`config.mk`:
```
export PLATFORM = sky130hd
export DESIGN_NAME = ordered_list_remove_matching_core
export DESIGN_NICKNAME = d
export VERILOG_FILES = /design/src/olrm_pkg.sv /design/src/olrm_ctrl.sv /design/src/olrm_dp.sv /design/src/ordered_list_remove_matching_core.sv
export SDC_FILE = /design/constraint.sdc
export NUM_CORES = 1
export LEC_CHECK = 0
export CELL_PAD_IN_SITES_DETAIL_PLACEMENT = 0
export CELL_PAD_IN_SITES_GLOBAL_PLACEMENT = 2
export CORE_MARGIN = 2
export CORE_UTILIZATION = 45
export CTS_CLUSTER_DIAMETER = 100
export DETAILED_ROUTE_END_ITERATION = 8
export DONT_BUFFER_PORTS = 1
export GPL_ROUTABILITY_DRIVEN = 0
export PLACE_DENSITY_LB_ADDON = 0.15
export SLEW_MARGIN = 20
export SYNTH_ARGS = -nofsm -noshare
export SYNTH_HDL_FRONTEND = slang
export SYNTH_SLANG_ARGS = --single-unit
```
`constraint.sdc`:
```
create_clock -name clk -period 4.5 [get_ports clk]
set_input_delay 0 -clock clk [delete_from_list [all_inputs] [get_ports clk]]
set_output_delay 0 -clock clk [all_outputs]
set_load 0.05 [all_outputs]
```
`src/olrm_pkg.sv`:
```
// Shared constants and control types for the ordered list remove-matching core.
`timescale 1ns / 1ps
`default_nettype none
package olrm_pkg;

  localparam int DEPTH_DEFAULT = 16;

  localparam int CMD_W      = 2;
  localparam int VALUE_W    = 32;
  localparam int INDEX_W    = 4;
  localparam int STATUS_W   = 3;
  localparam int REMOVED_W  = 5;
  localparam int LENGTH_W   = 5;
  localparam int S_TDATA_W  = 40;
  localparam int M_TDATA_W  = 48;

  localparam logic [CMD_W-1:0] CMD_APPEND = 2'd0;
  localparam logic [CMD_W-1:0] CMD_DELETE = 2'd1;
  localparam logic [CMD_W-1:0] CMD_READ   = 2'd2;

  localparam logic [STATUS_W-1:0] ST_OK        = 3'd0;
  localparam logic [STATUS_W-1:0] ST_FULL      = 3'd1;
  localparam logic [STATUS_W-1:0] ST_NOT_FOUND = 3'd2;
  localparam logic [STATUS_W-1:0] ST_EMPTY     = 3'd3;
  localparam logic [STATUS_W-1:0] ST_RANGE     = 3'd4;

  // controller -> datapath
  typedef struct packed {
    logic load_req;
    logic eval;
    logic scan_step;
    logic commit;
    logic load_out;
  } dp_cmd_t;

  // datapath -> controller
  typedef struct packed {
    logic is_scan;
    logic scan_done;
    logic out_free;
  } dp_stat_t;

endpackage
`default_nettype wire

```
`src/olrm_ctrl.sv`:
```
// Command sequencer for the ordered list remove-matching core.
`timescale 1ns / 1ps
`default_nettype none
module olrm_ctrl import olrm_pkg::*; (
  input  wire logic     clk,
  input  wire logic     rst,
  input  wire logic     s_axis_tvalid,
  output logic          s_axis_tready,
  input  wire dp_stat_t stat,
  output dp_cmd_t       ctl
);

  typedef enum logic [1:0] {
    S_IDLE,
    S_EXEC,
    S_SCAN,
    S_FINISH
  } state_t;

  state_t state;
  state_t state_next;

  always_comb begin
    state_next    = state;
    ctl           = '0;
    s_axis_tready = 1'b0;
    unique case (state)
      S_IDLE: begin
        s_axis_tready = 1'b1;
        if (s_axis_tvalid) begin
          ctl.load_req = 1'b1;
          state_next   = S_EXEC;
        end
      end
      S_EXEC: begin
        ctl.eval   = 1'b1;
        state_next = stat.is_scan ? S_SCAN : S_FINISH;
      end
      S_SCAN: begin
        if (stat.scan_done) begin
          ctl.commit = 1'b1;
          state_next = S_FINISH;
        end else begin
          ctl.scan_step = 1'b1;
        end
      end
      S_FINISH: begin
        if (stat.out_free) begin
          ctl.load_out = 1'b1;
          state_next   = S_IDLE;
        end
      end
      default: state_next = S_IDLE;
    endcase
  end

  always_ff @(posedge clk) begin
    if (rst) begin
      state <= S_IDLE;
    end else begin
      state <= state_next;
    end
  end

endmodule
`default_nettype wire

```
`src/olrm_dp.sv`:
```
// Datapath: entry store, length, delete compaction scan and result register.
`timescale 1ns / 1ps
`default_nettype none
module olrm_dp import olrm_pkg::*; #(
  parameter int DEPTH = DEPTH_DEFAULT
) (
  input  wire logic                 clk,
  input  wire logic                 rst,
  input  wire dp_cmd_t              ctl,
  output dp_stat_t                  stat,
  input  wire logic [S_TDATA_W-1:0] s_axis_tdata,
  output logic                      m_axis_tvalid,
  input  wire logic                 m_axis_tready,
  output logic [M_TDATA_W-1:0]      m_axis_tdata
);

  localparam int AW = (DEPTH > 1) ? $clog2(DEPTH) : 1;
  localparam int CW = $clog2(DEPTH + 1);
  localparam int IW = (CW > INDEX_W) ? CW : INDEX_W;

  logic [CMD_W-1:0]          req_cmd;
  logic signed [VALUE_W-1:0] req_value;
  logic [INDEX_W-1:0]        req_index;

  logic [VALUE_W-1:0] mem [DEPTH];
  logic [VALUE_W-1:0] rdata;

  logic [CW-1:0]       count;
  logic [CW-1:0]       rd_ptr;
  logic [CW-1:0]       keep;
  logic [CW-1:0]       removed;
  logic                pend;
  logic [STATUS_W-1:0] res_status;
  logic                res_rd_ok;

  logic               full;
  logic               empty;
  logic               idx_ok;
  logic               we;
  logic               re;
  logic [AW-1:0]      waddr;
  logic [AW-1:0]      raddr;
  logic [VALUE_W-1:0] wdata;
  logic               more;
  logic               hit;

  assign full   = (count == CW'(DEPTH));
  assign empty  = (count == '0);
  assign idx_ok = (IW'(req_index) < IW'(count));
  assign more   = (rd_ptr != count);
  assign hit    = (rdata == req_value);

  assign stat.is_scan   = (req_cmd == CMD_DELETE) && !empty;
  assign stat.scan_done = !more && !pend;
  assign stat.out_free  = !m_axis_tvalid || m_axis_tready;

  // one store write and one store read per cycle
  always_comb begin
    we    = 1'b0;
    re    = 1'b0;
    waddr = '0;
    raddr = '0;
    wdata = req_value;
    if (ctl.eval) begin
      case (req_cmd)
        CMD_APPEND: begin
          if (!full) begin
            we    = 1'b1;
            waddr = count[AW-1:0];
          end
        end
        CMD_READ: begin
          if (!empty && idx_ok) begin
            re    = 1'b1;
            raddr = AW'(req_index);
          end
        end
        default: ;
      endcase
    end
    if (ctl.scan_step) begin
      if (more) begin
        re    = 1'b1;
        raddr = rd_ptr[AW-1:0];
      end
      // survivors slide down; keep always trails the read pointer
      if (pend && !hit) begin
        we    = 1'b1;
        waddr = keep[AW-1:0];
        wdata = rdata;
      end
    end
  end

  always_ff @(posedge clk) begin
    if (we) begin
      mem[waddr] <= wdata;
    end
    if (re) begin
      rdata <= mem[raddr];
    end
  end

  always_ff @(posedge clk) begin
    if (ctl.load_req) begin
      req_cmd   <= s_axis_tdata[1:0];
      req_value <= s_axis_tdata[33:2];
      req_index <= s_axis_tdata[37:34];
    end
    if (ctl.load_out) begin
      m_axis_tdata <= {3'b000,
                       (res_rd_ok ? rdata : {VALUE_W{1'b0}}),
                       LENGTH_W'(count),
                       REMOVED_W'(removed),
                       res_status};
    end
  end

  always_ff @(posedge clk) begin
    if (rst) begin
      count         <= '0;
      rd_ptr        <= '0;
      keep          <= '0;
      removed       <= '0;
      pend          <= 1'b0;
      res_status    <= ST_OK;
      res_rd_ok     <= 1'b0;
      m_axis_tvalid <= 1'b0;
    end else begin
      if (ctl.eval) begin
        rd_ptr    <= '0;
        keep      <= '0;
        removed   <= '0;
        pend      <= 1'b0;
        res_rd_ok <= 1'b0;
        res_status <= ST_OK;
        case (req_cmd)
          CMD_APPEND: begin
            if (full) begin
              res_status <= ST_FULL;
            end else begin
              count <= count + CW'(1);
            end
          end
          CMD_DELETE: begin
            if (empty) begin
              res_status <= ST_EMPTY;
            end
          end
          CMD_READ: begin
            if (empty) begin
              res_status <= ST_EMPTY;
            end else if (!idx_ok) begin
              res_status <= ST_RANGE;
            end else begin
              res_rd_ok <= 1'b1;
            end
          end
          default: ;
        endcase
      end
      if (ctl.scan_step) begin
        pend <= more;
        if (more) begin
          rd_ptr <= rd_ptr + CW'(1);
        end
        if (pend) begin
          if (hit) begin
            removed <= removed + CW'(1);
          end else begin
            keep <= keep + CW'(1);
          end
        end
      end
      if (ctl.commit) begin
        count <= keep;
        if (removed == '0) begin
          res_status <= ST_NOT_FOUND;
        end
      end
      if (ctl.load_out) begin
        m_axis_tvalid <= 1'b1;
      end else if (m_axis_tready) begin
        m_axis_tvalid <= 1'b0;
      end
    end
  end

endmodule
`default_nettype wire

```
`src/ordered_list_remove_matching_core.sv`:
```
// Append, read and delete-all-matching on a bounded ordered list of DEPTH entries.
// Append, read, error and no-op requests pass the execute and finish states; then the result is registered.
// Delete scans the list one entry per cycle in the scan state, then commits the new list length.
// One request is in work at a time; a finished result waits in the output register.
// Synchronous active-high reset empties the list; stored entries are not cleared.
`timescale 1ns / 1ps
`default_nettype none
module ordered_list_remove_matching_core import olrm_pkg::*; #(
  parameter int DEPTH = DEPTH_DEFAULT
) (
  input  wire logic                 clk,
  input  wire logic                 rst,
  input  wire logic                 s_axis_tvalid,
  output logic                      s_axis_tready,
  // cmd[1:0], value[33:2], index[37:34], zero pad[39:38]
  input  wire logic [S_TDATA_W-1:0] s_axis_tdata,
  output logic                      m_axis_tvalid,
  input  wire logic                 m_axis_tready,
  // status[2:0], removed_count[7:3], list_length[12:8], read_value[44:13], zero pad[47:45]
  output logic [M_TDATA_W-1:0]      m_axis_tdata
);

  dp_cmd_t  ctl;
  dp_stat_t stat;

  olrm_ctrl u_ctrl (
    .clk           (clk),
    .rst           (rst),
    .s_axis_tvalid (s_axis_tvalid),
    .s_axis_tready (s_axis_tready),
    .stat          (stat),
    .ctl           (ctl)
  );

  olrm_dp #(
    .DEPTH (DEPTH)
  ) u_dp (
    .clk           (clk),
    .rst           (rst),
    .ctl           (ctl),
    .stat          (stat),
    .s_axis_tdata  (s_axis_tdata),
    .m_axis_tvalid (m_axis_tvalid),
    .m_axis_tready (m_axis_tready),
    .m_axis_tdata  (m_axis_tdata)
  );

endmodule
`default_nettype wire
```
==> impl_metrics.csv, run 1 <==
group,metric,value,unit
sta,setup_viol,0,
yosys,yosys.area_share.simple,10.9,%
setup_path,crit_top_cell,"buf_4",
cells_and_area,layout-drive-gt1-share,11.9,%
sta,worst_pin_slew,1.15,ns
pwr,total_power,15200,uW
cts,cts_sinks,655,
setup_path,cp_data_required_time,4.80,ns
yosys,synth_cells,1933,
setup_path,worstPathMaxFanout,19,
cells_and_area,final_area,30600,um2
cts,cts_resized,0,
worst_hold_path,worstHoldStart,"s_axis_tdata[15]",
pwr,p_int,11100,uW
cells_and_area,area_growth,16.7,%
cts,clkSlewWorstSetupHoldPaths,0.06,ns
pwr,p_seq_share,51.0,%
yosys,syn_avg_cell_area,13.6,um2
setup_path,crit_type,"flip-flop to flip-flop",
pwr,leakagePower,0.0101,uW
pwr,p_switching,4040,uW
yosys,syn_area,26200,um2
placement,hpwl,39.0,mm
sta,tns,0,ns
route,vias_per_cell,5.63,
cells_and_area,seqCellArea,19400,um2
cells_and_area,fillers,4828,
yosys,synth_mux_area_share,1.60,%
floorplanning,dieHeight,245,um
worst_hold_path,min_to,"u_dp.req_value[13]",
yosys,ys_seq_area_share,74.0,%
setup_path,crit_slowest_cell,"nor2_4",
cts,tritoncts,"done",
floorplanning,die_w,245,um
worst_hold_path,worst_hold_path_type,"input pin to flip-flop",
route,route.detailed.drc,0,
status,status,"complete, no violations",
sta,rsz0062_at_grt,"no",
flow_run,max-cap-violations,0,
sta,fin_skew,0.0269,ns
yosys,synth_top_family_by_area,"simple AND/OR/NAND/NOR gates",
grt,grt_pass1_wl,103,mm
cells_and_area,diodes,0,
route,post_drt_wl_per_cell,25.0,um
route,routed_wl,71.2,mm
placement,placed_cell_area,27700,um2
floorplanning,rows,88,
floorplanning,ios,94,
pwr,ir_worst_vdd,0.349,mV
cts,clockBufferDepth,3,
setup_path,crit_chain,"xnor2_1 -> nand4_1 -> nor4_1 -> buf_4 -> nand2_1 -> nand3_4 -> mux2i_1 -> nand2b_1 -> nor2_4 -> buf_4",
route,ant_nets,0,
cts,root_buffer,"clkbuf_16",
floorplanning,core,57700,um2
worst_hold_path,hold_depth,1,
yosys,synth-seq-cells,655,
sta,timing.slew.headroom,22.8,%
setup_path,r2r_setup_slack,0.39,ns
setup_path,endpoint_kind,"flip-flop",
grt,grt_util_all_layers,23.7,%
grt,grt_max_degree,83,
route,drtPass1Iterations,5,
floorplanning,die-area,60200,um2
yosys,synth-edff-count,627,
yosys,synth_fa_ha_area_share,0.621,%
yosys,synth_compound_area_share,9.05,%
floorplanning,initial_core_util,45.4,%
yosys,synth_cell_types,66,
setup_path,r2r-end,"u_dp.mem[11][31]",
route,num_vias,16000,
sta,fmax,0.243,GHz
sta,drv_slew,0,
setup_path,slowest_delay,0.78,ns
setup_path,r2r_start,"u_dp.rdata[21]",
pwr,comb_power_share,12.3,%
cts,numCtsBuffers,72,
yosys,synth_ff_type,"edfxtp_1",
yosys,ys_warn_count,0,
yosys,ys_async_sr_fraction,0,%
yosys,synth-xor-area-share,1.43,%
setup_path,worst-path-buf-inv,2,
grt,grt-ovfl-total,0,
pwr,clkPwrFrac,36.7,%
cells_and_area,multi_input_area,6440,um2
grt,grt_pass1_vias,15400,
sta,min_period_over_period,91.3,%
cts,clk_latency,0.62,ns
cells_and_area,nets,2094,
pwr,cellPowerDensity,496,nW/um2
grt,antenna_found_initial,3,
sta,period_minus_slack,4.11,ns
setup_path,arrival,4.41,ns
pwr,swShare,26.7,%
placement,portBuffers,0,
setup_path,r2r_cells,10,
route,drt_iter0_markers,1460,
setup_path,crit_family,"simple AND/OR/NAND/NOR gates",
cts,htreeDepth,3,
setup_path,start_kind,"flip-flop",
sta,hold_viol,0,
flip-flops by register name (all words and copies together), names as in the netlist:
| name | cells |
|---|---|
| u_dp.pend | 1 |
| u_dp.rdata | 32 |
| u_dp.count | 5 |
| u_dp.removed | 5 |
| u_dp.m_axis_tdata | 45 |
| u_dp.res_rd_ok | 1 |
| u_dp.mem | 512 |
| u_ctrl.state | 2 |
| u_dp.keep | 5 |
| u_dp.rd_ptr | 5 |
| u_dp.req_cmd | 2 |
| u_dp.req_index | 4 |
| u_dp.req_value | 32 |
| u_dp.res_status | 3 |
| u_dp.m_axis_tvalid | 1 |
worst reg2reg max path: cells and delay by family, from the launching register on:
| kind | cells | cell delay, ns |
|---|---|---|
| flops | 1 | 0.46 |
| buf+inv | 2 | 0.62 |
| mux | 1 | 0.26 |
| xor+xnor | 1 | 0.43 |
| simple gates | 6 | 2.03 |
what timing repair did:
item / 4_1_cts / 5_1_grt
hold buffers: 66 / 1
setup buffers: 0 / 0
hold endpoints to repair: 66 / 25
setup endpoints to repair: 0 / 0
final cells by class:
cell class                      count  area share, %
Clock buffer                       88           6.23
Sequential cell                   655           63.4
Tap cell                          765           3.13
Inverter                           18          0.221
Timing Repair Buffer              143           5.05
Multi-Input combinational cell   1147           21.0
Clock inverter                     36          0.941
metrics by stage:
step                cells  setup slack, ns  hold WS [ns]  util [%]
floorplan            1935            0.372        0.0989         -
global placement     2659            0.350        0.0736      48.0
detailed placement   2660            0.329        0.0753      48.0
CTS                  2850            0.307      0.000229      53.0
global route         2852            0.103      0.000357      53.0
finish               2852            0.392        0.0230      53.0
logic make-up after synthesis:
kind of cell	count (synthesis)
simple gates	653
flops	655
other cells	1
xor+xnor	42
buf+inv	133
compound gates	398
mux	38
fa+ha+maj	13
worst max path at each step:
stage                       from                to  slack (ns)  depth (start not counted)
6_report          u_dp.rdata[21]  u_dp.mem[11][31]        0.39                         10
5_1_grt           u_dp.rdata[23]  u_dp.mem[11][26]        0.10                         10
2_1_floorplan      u_dp.count[1]     u_dp.rdata[0]        0.37                          6
4_1_cts        u_dp.req_value[8]  u_dp.mem[11][31]        0.31                         10
3_5_place_dp       u_dp.rdata[8]  u_dp.mem[11][31]        0.33                         10
3_3_place_gp       u_dp.rdata[8]  u_dp.mem[11][31]        0.35                         10
cells in the final DEF, fill, tap and decap left out, types with 23 or more instances in the layout:
cell type      synthesis  final
mux2_2                32     32
buf_12                 0     23
a21oi_1              269    269
xnor2_1               41     41
and2_1                35     33
clkbuf_16              0     74
buf_4                 12     52
dfxtp_1               28     28
edfxtp_1             627    627
nand4_1               40     40
nand2_1              416    416
nor2_1                49     33
dlygate4sd3_1          0     66
a22oi_1               57     57
nand3_1               70     69
cell usage after synthesis (all sizes together), types with 7 or more instances:
cell / number / area [um2]
edfxtp: 627 / 18800
nand2: 416 / 1560
a21oi: 272 / 1400
buf: 84 / 442
nand3: 70 / 350
a22oi: 57 / 428
nor2: 49 / 184
xnor2: 42 / 375
nand4: 40 / 250
and2: 36 / 228
mux2: 32 / 360
clkbuf: 31 / 116
dfxtp: 28 / 561
inv: 18 / 67.6
o21ai: 15 / 78.8
ha: 13 / 163
a211oi: 12 / 90.1
nor2b: 8 / 50.1
or3: 7 / 48.8
power by group through the flow:
stage          combinational [uW]  clock [uW]  sequential (uW)
6_report                     1860        5570             7720
5_1_grt                      2030        5900             7750
4_1_cts                      1870        5670             7730
3_5_place_dp                 1810           0             7850
3_3_place_gp                 1780           0             7850
2_1_floorplan                1170           0             7740
per-layer routing:
metal / share of wire, % / wire, um / vias up / global-route usage (%)
met5: 0 / 0 / - / 0
met4: 2.3 / 1640 / 0 / 6.31
met3: 5.4 / 3820 / 95 / 3.79
met2: 48 / 34300 / 469 / 38.9
met1: 44 / 31400 / 8127 / 33.1
li1: - / - / 7354 / -
(Power assumes the default switching activity.)
==> run 2, diff against run 1 <==
- ABC_AREA: not set -> 1
- CORE_UTILIZATION: 45 -> 43
==> run 2 against run 1 <==
  * Global-route usage fell by 0.79 points
  * Maximum frequency rose by 7.7%
  * Total power rose by 8.6%
  * Synthesized area rose by 8.6%
  * Critical path type unchanged
  * Non-clock buffer count fell by 9
  * Final cell count rose by 29%
  * Highest routed layer is now met5
  * Critical endpoint is now u_dp.mem[5][11]
  * Combinational power rose by 63%
  * Sequential power rose by 0.6%
  * Design area rose by 6.3%
  * Sequential share of layout area fell by 3.8 points
  * Synthesized cell count rose by 40%
==> impl_metrics.csv, run 2 <==
group,metric,value,unit
sta,drv_slew,0,
sta,worst_slack,0.687,ns
yosys,yosysMostFrequentCell,"nand2_1",
cts,tritoncts,"done",
cells_and_area,largest_reg_flops,512,
floorplanning,ios,94,
route,num_vias,19000,
sta,fin_skew,0.0185,ns
worst_hold_path,hold_depth,1,
worst_hold_path,worstHoldStart,"s_axis_tdata[28]",
floorplanning,initial_core_util,43.4,%
cells_and_area,fillers,5888,
setup_path,crit_type,"flip-flop to flip-flop",
cells_and_area,final_util,49.6,%
cts,cts_sinks,655,
cells_and_area,area_growth,14.3,%
pwr,p_switching,4890,uW
cts,clk_latency,0.61,ns
sta,setup_viol,0,
pwr,comb_power_share,18.5,%
yosys,synth-edff-count,627,
setup_path,arrival,4.05,ns
grt,grt_pass1_wl,116,mm
floorplanning,core,65600,um2
sta,timing.slew.headroom,24.6,%
cts,numCtsBuffers,74,
grt,grt-ovfl-total,0,
grt,grt_util_all_layers,22.9,%
route,routed_wl,77.2,mm
yosys,synth_ff_type,"edfxtp_1",
sta,whs,0.0329,ns
route,ant_nets,0,
setup_path,worstPathMaxFanout,23,
route,drt_iter0_markers,1613,
yosys,synth_cells,2697,
yosys,yosysTopAreaCell,"edfxtp_1",
setup_path,r2r-end,"u_dp.mem[5][11]",
cts,cts_hold_buf,57,
setup_path,start_kind,"flip-flop",
pwr,cellPowerDensity,506,nW/um2
cts,clockBufferDepth,3,
cells_and_area,layout-drive-gt1-share,7.69,%
yosys,synth_top_area_share,66.2,%
setup_path,cp_data_required_time,4.74,ns
sta,fmax,0.262,GHz
cells_and_area,top_regs,"u_dp.mem: 512 flops, u_dp.m_axis_tdata: 45 flops",
floorplanning,die_w,261,um
yosys,ys_async_sr_fraction,0,%
status,status,"complete, no violations",
cells_and_area,fin_cells,3673,
pwr,p_int,11600,uW
grt,grt_max_degree,129,
setup_path,crit_top_cell,"nand2_1",
placement,dp.cells,3488,
placement,portBuffers,0,
floorplanning,dieHeight,261,um
cts,cts_resized,0,
flow_run,max-cap-violations,0,
cells_and_area,diodes,0,
floorplanning,die-area,68300,um2
pwr,ir_worst_vdd,0.388,mV
sta,tns,0,ns
route,vias_per_cell,5.18,
cts,htreeDepth,3,
cells_and_area,nets,2814,
setup_path,endpoint_kind,"flip-flop",
cells_and_area,largest_register,"u_dp.mem",
worst_hold_path,worst_hold_path_type,"input pin to flip-flop",
yosys,synth_cell_types,33,
setup_path,slowest_delay,0.45,ns
pwr,leakagePower,0.0131,uW
yosys,synth_top_cells_by_area,"edfxtp_1 (66%), nand3_1 (11%), nand2_1 (9.7%)",
yosys,synth_common_cells,"nand2_1 (735), edfxtp_1 (627), nand3_1 (610)",
sta,worst_pin_slew,1.13,ns
pwr,p_seq_share,47.2,%
sta,min_period_over_period,84.7,%
setup_path,crit_slowest_cell,"buf_4",
pwr,clkPwrFrac,34.3,%
pwr,swShare,29.7,%
yosys,syn_area,28500,um2
sta,hold_viol,0,
route,drtPass1Iterations,7,
placement,dp_slack,0.696,ns
setup_path,r2r_start,"u_dp.rdata[15]",
cells_and_area,layout_commonest_cell,"nand2_1",
worst_hold_path,min_to,"u_dp.req_value[26]",
yosys,syn_avg_cell_area,10.6,um2
yosys,synth-seq-cells,655,
placement,hpwl,42.0,mm
setup_path,r2r_setup_slack,0.69,ns
grt,grt_pass1_vias,18200,
cts,post_cts_buffers,0,
route,route.detailed.drc,0,
setup_path,crit_chain,"inv_1 -> or2_2 -> nand3_1 -> nor2_1 -> nand3_1 -> nor2_1 -> nand2_1 -> nand2_2 -> buf_4 -> nand2_1 -> nand2_1 -> nand2_1 -> nor2_4 -> buf_4",
cts,root_buffer,"clkbuf_16",
sta,rsz0062_at_grt,"no",
yosys,ys_warn_count,0,
sta,period_minus_slack,3.81,ns
cells_and_area,mostFrequentLayoutCells,"nand2_1 (730), edfxtp_1 (627), nand3_1 (610)",
yosys,ys_seq_area_share,68.1,%
setup_path,r2r_cells,14,
grt,antenna_found_initial,2,
floorplanning,rows,94,
cts,clkSlewWorstSetupHoldPaths,0.06,ns
route,post_drt_wl_per_cell,21.0,um
==> run 2: cell types whose count changed in the layout (fill, tap and decap cells not counted), moves of 22 or more <==
cell	change
a22oi_1	-55
xnor2_1	-33
nand2_1	+314
nand3_1	+541
o21ai_0	+22
mux2_2	-32
inv_1	+328
a21oi_1	-241
nand4_1	-37
and2_1	-33
==> run 2: power groups by stage <==
stage | sequential, uW | clock (uW) | combinational, uW
floorplan | 7820 | 0 | 1950
global placement | 7890 | 0 | 2990
detailed placement | 7890 | 0 | 3010
CTS | 7770 | 5780 | 3070
global route | 7800 | 5980 | 3420
finish | 7770 | 5650 | 3040
==> run 2: worst max-delay path: cells and delay by family (launching register included) <==
kind / cells / cell delay [ns]
simple gates: 11 / 2.18
flops: 1 / 0.40
buf+inv: 3 / 0.85
==> run 2: layer usage <==
layer | part of all wire (%) | wire, um | global-route usage (%) | up-vias
met1 | 45 | 34700 | 31.9 | 9234
met3 | 5.7 | 4410 | 4.09 | 122
met4 | 2.5 | 1890 | 6.58 | 2
met5 | 0.014 | 11 | 0 | -
met2 | 47 | 36100 | 37.0 | 507
li1 | - | - | - | 9153
==> run 2: worst max path at each step <==
stage | start | end | slack (ns) | cells past startpoint
6_report | u_dp.rdata[15] | u_dp.mem[5][11] | 0.69 | 14
3_5_place_dp | u_dp.rdata[14] | u_dp.mem[5][18] | 0.70 | 13
2_1_floorplan | u_dp.rdata[25] | u_dp.mem[13][0] | 1.02 | 11
3_3_place_gp | u_dp.rdata[14] | u_dp.mem[5][17] | 0.75 | 13
4_1_cts | u_dp.rdata[15] | u_dp.mem[5][11] | 0.68 | 14
5_1_grt | u_dp.rdata[18] | u_dp.mem[5][15] | 0.39 | 13
==> run 2: cell families after synthesis <==
| logic type | share of synthesized area, % |
|---|---|
| AOI/OAI and AO/OA | 1.36 |
| xor gates and xnor gates | 0.769 |
| adders and majority gates | 0.572 |
| buffers and inverters | 7.46 |
| DFF | 68.1 |
| other | 0.0132 |
| and+or+nand+nor | 21.7 |
==> run 2: metrics by stage <==
stage          total power [uW]  instance area [um2]
2_1_floorplan              9770                28500
3_3_place_gp              10900                29700
3_5_place_dp              10900                29700
4_1_cts                   16600                32500
5_1_grt                   17200                32500
6_report                  16500                32500
==> run 2: layout make-up <==
type	instances	area (um2)	area share [%]
timing repair buffer	134	1360	4.19
sequential	655	19400	59.6
clock buffer	94	1960	6.02
tap	864	1080	3.32
inverter	353	1330	4.08
multi-input combinational	1539	7140	22.0
clock inverter	34	264	0.812
